===== src/design/fvc_ram.sv =====
`default_nettype none
module fvc_ram #(
    parameter int WIDTH = 128,
    parameter int DEPTH = 28
) (
    input  wire logic                     i_clk,
    input  wire logic                     i_we,
    input  wire logic [$clog2(DEPTH)-1:0] i_waddr,
    input  wire logic [WIDTH-1:0]         i_wdata,
    input  wire logic [$clog2(DEPTH)-1:0] i_raddr,
    output logic      [WIDTH-1:0]         o_rdata
);
    logic [WIDTH-1:0] r_mem [DEPTH];

    always_ff @(posedge i_clk) begin
        if (i_we) begin
            r_mem[i_waddr] <= i_wdata;
        end
        o_rdata <= r_mem[i_raddr];
    end
endmodule
`default_nettype wire


===== config.mk =====
export PLATFORM = sky130hd
export DESIGN_NAME = fvc_ram
export DESIGN_NICKNAME = d
export VERILOG_FILES = /design/src/design/fvc_ram.sv
export SDC_FILE = /design/constraint.sdc
export NUM_CORES = 2
export LEC_CHECK = 0
export BUFFER_PORTS_ARGS = -buffer_cell sky130_fd_sc_hd__buf_2
export CAP_MARGIN = 20
export CORE_ASPECT_RATIO = 0.9
export CORE_UTILIZATION = 56
export DETAILED_ROUTE_END_ITERATION = 6
export PLACE_DENSITY = 0.72
export SYNTH_ARGS = -nofsm -noshare
export SYNTH_HDL_FRONTEND = slang
export SYNTH_SLANG_ARGS = --single-unit

===== constraint.sdc =====
create_clock -name i_clk -period 6.6 [get_ports i_clk]
set_input_delay 0.33 -clock i_clk [delete_from_list [all_inputs] [get_ports i_clk]]
set_output_delay 0.33 -clock i_clk [all_outputs]
set_load 0.005 [all_outputs]

==> qor.yml <==
clock_sinks: 3712
slew_headroom_pct: 24.30
start_kind: "input pin"
start_util_pct: 56.49
synthAdderAreaFrac_pct: 0
syn-cell-area_sq_mm: 0.1383
ys_seq_area_share_pct: 79.65
numCtsBuffers: 353
grt_pass1_wl_um: 481500
hp-start: "i_raddr[1]"
synth_compound_area_share_pct: 4.036
rr_endpoint: "o_rdata[121]"
dp_slack_ns: 3.146
synthSimpleGateAreaFrac_pct: 0.6331
dr.pass1.iters: 5
finalWeightedCongestion: 0.7644
reg2reg_slack_ns: 4.86
root_buffer: "clkbuf_16"
ctsResizeCount: 0
ys_warn_count: 0
grt_start_max_net_pins: 126
numPortBuffers: 267
routed.top_layer: "met5"
cts.clk_slew.worst_paths_ns: 0.06
synth.mux.area_fraction_pct: 14.40
wl_per_cell_um: 33.29
coreArea_sq_mm: 0.2449
syn_avg_cell_area_sq_um: 22.34
p_leak_nw: 50.18
route.met3.wl_um: 33400
wl_met2_um: 165400
nets: 6864
vias_per_cell: 6.609
hpwl_um: 159300
whs_endpoint: "o_rdata[1]"
synth_fp_nets: 6333
r2r_start: "r_mem[23][121]"
rows: 172
drt_iter0_drc: 9163
crit_arrival_ns: 3.76
ctsHoldBuffers: 129
htreeDepth: 5
crit_path_end_kind: "flip-flop"
final_max_slew_viol_count: 0
num_io_pins: 268
hold_violations: 0
hp-class: "input pin to flip-flop"
period_share_pct: 44.64
synth_top_family_by_area: "multiplexers"
finalClockSkew_ns: 0.03846
layout_setup_ws_ns: 3.654
seq_area_sq_mm: 0.1102
fmax_mhz: 339.4
synthCells: 6193
antenna_left: 0
drc: 0
grt_usage_pct: 27.24
holdPathStages: 3
nFillCells: 15710
drive_gt1_share_pct: 25.83
crit_type: "input pin to flip-flop"
setup_viol: 0
rsz0062_at_grt: "false"
synth_xor_area_share_pct: 0
worst_pin_slew_ns: 1.133
overflow: 0
multi_input_area_sq_mm: 0.02667
critPathRequiredTime_ns: 7.41
path_max_fanout: 53
cts_tree: "built"
status: "finished clean"
met1Wirelength_um: 130000
total_power_mw: 49.19
period_needed_ns: 2.946
antenna_found_initial: 42
synth-seq-cells: 3712
clk_latency_ns: 0.89
reg2reg_depth: 4
fin_area_sq_mm: 0.1569
clock_path_buffers: 4
die_w_um: 525.9
synthToLayoutAreaGrowth_pct: 13.45
synth_cell_types: 39
die_area_sq_mm: 0.2490
totalWireLength_um: 341000
post_cts_buffers: 0
vias: 67690
fp.dieH_um: 473.5
max_cap_viol_count: 0
p_per_area_mw_per_mm2: 313.5
ir_worst_vdd_v: 0.0002458
grt_pass1_vias: 67850
dpl-instance-area_sq_mm: 0.1438
==> per-stage QoR <==
step	utilization, %	setup TNS, ns	instances	hold WS [ns]
floorplan	-	-386.19	6193	0.4289
global placement	58.69	0	9456	0.6674
detailed placement	58.70	0	9457	0.6889
CTS	64.06	0	10230	0.05111
global route	64.08	0	10240	0.06972
finish	64.08	0	10240	0.1041
==> logic make-up after synthesis <==
kind of cell / after synthesis
mux: 1124
compound gates: 807
flops: 3712
buf+inv: 352
simple gates: 198
==> worst max-delay path, cell delays in order <==
cell and delay, ns:
dlygate4sd3_1 0.60, buf_8 0.39, nor2_1 0.16, nand2_4 0.81, buf_4 0.82, o22ai_1 0.29, a211oi_2 0.25
==> flip-flops by register name, indices dropped and copies added (netlist names) <==
register,flops
o_rdata,128
r_mem,3584
==> how the worst max path moves through the flow <==
| stage | to | slack (ns) | cells after the start | from |
|---|---|---|---|---|
| 2_1_floorplan | r_mem[16][0] | -0.31 | 3 | i_waddr[1] |
| 3_3_place_gp | o_rdata[6] | 3.14 | 7 | i_raddr[1] |
| 3_5_place_dp | o_rdata[106] | 3.15 | 7 | i_raddr[1] |
| 4_1_cts | o_rdata[37] | 3.79 | 7 | i_raddr[4] |
| 5_1_grt | o_rdata[37] | 3.70 | 7 | i_raddr[4] |
| 6_report | o_rdata[37] | 3.65 | 7 | i_raddr[4] |
==> cell usage in the layout, fill, tap and decap left out, drive strengths merged, types with 44 or more instances in the layout <==
| master | Yosys | routed |
|---|---|---|
| a211oi | 78 | 78 |
| a21oi | 179 | 179 |
| a22oi | 44 | 44 |
| buf | 198 | 398 |
| clkbuf | 154 | 498 |
| clkinv | 0 | 96 |
| dfxtp | 128 | 128 |
| dlygate4sd3 | 0 | 129 |
| edfxtp | 3584 | 3584 |
| mux2 | 78 | 78 |
| mux2i | 361 | 361 |
| mux4 | 685 | 685 |
| nand2 | 111 | 111 |
| o211ai | 78 | 78 |
| o21ai | 111 | 111 |
| o22ai | 190 | 190 |
==> routing by layer <==
layer | GRT usage, % | vias up
met3 | 5.383 | 709
met1 | 37.96 | 35820
met4 | 8.995 | 30
met2 | 43.71 | 3880
li1 | - | 27250
met5 | 0 | -
==> cell type report <==
class | count | share of cell area (%)
clock inverter | 149 | 1.130
timing repair buffer | 528 | 2.687
sequential | 3712 | 70.21
clock buffer | 497 | 6.406
tap | 3219 | 2.566
antenna | 8 | 0.01276
multi-input combinational | 2129 | 16.99
==> where the power goes <==
group,internal [mW],switching [mW],total (mW)
clock,12.0,8.55,20.6
sequential,26.2,0.181,26.4
combinational,0.876,1.37,2.24
total,39.1,10.1,49.2
==> synth_stat cells <==
master	count	area [sq um]
buf_8	1	15.01
edfxtp_1	3584	107600
nor3b_1	1	7.510
or3_1	2	12.51
nand3b_1	6	45.04
o21ai_1	22	110.1
nor3_1	17	85.08
a221oi_1	21	183.9
o21ai_0	89	445.4
a22o_1	34	297.8
a21oi_1	179	895.9
o211ai_1	78	585.6
clkbuf_1	154	578.1
or3b_2	3	26.28
o22ai_1	190	1189
mux4_2	685	15430
and2b_1	1	7.510
nand2b_1	2	12.51
and2_1	1	6.260
a31oi_1	33	206.5
and3b_1	1	8.760
nand3_1	1	5.000
buf_1	24	90.09
o22a_1	22	192.7
buf_6	23	259.0
nand2_1	111	416.7
mux2_2	78	878.3
dfxtp_1	128	2562
or2_2	2	12.51
nor2_1	33	123.9
and3_1	1	6.260
and2_0	1	6.260
buf_2	118	590.6
buf_4	32	240.2
nor2b_1	15	93.84
a22oi_1	44	330.3
o211a_1	17	170.2
a211oi_2	78	975.9
mux2i_1	361	3613
Power figures use the tool's default switching activity.
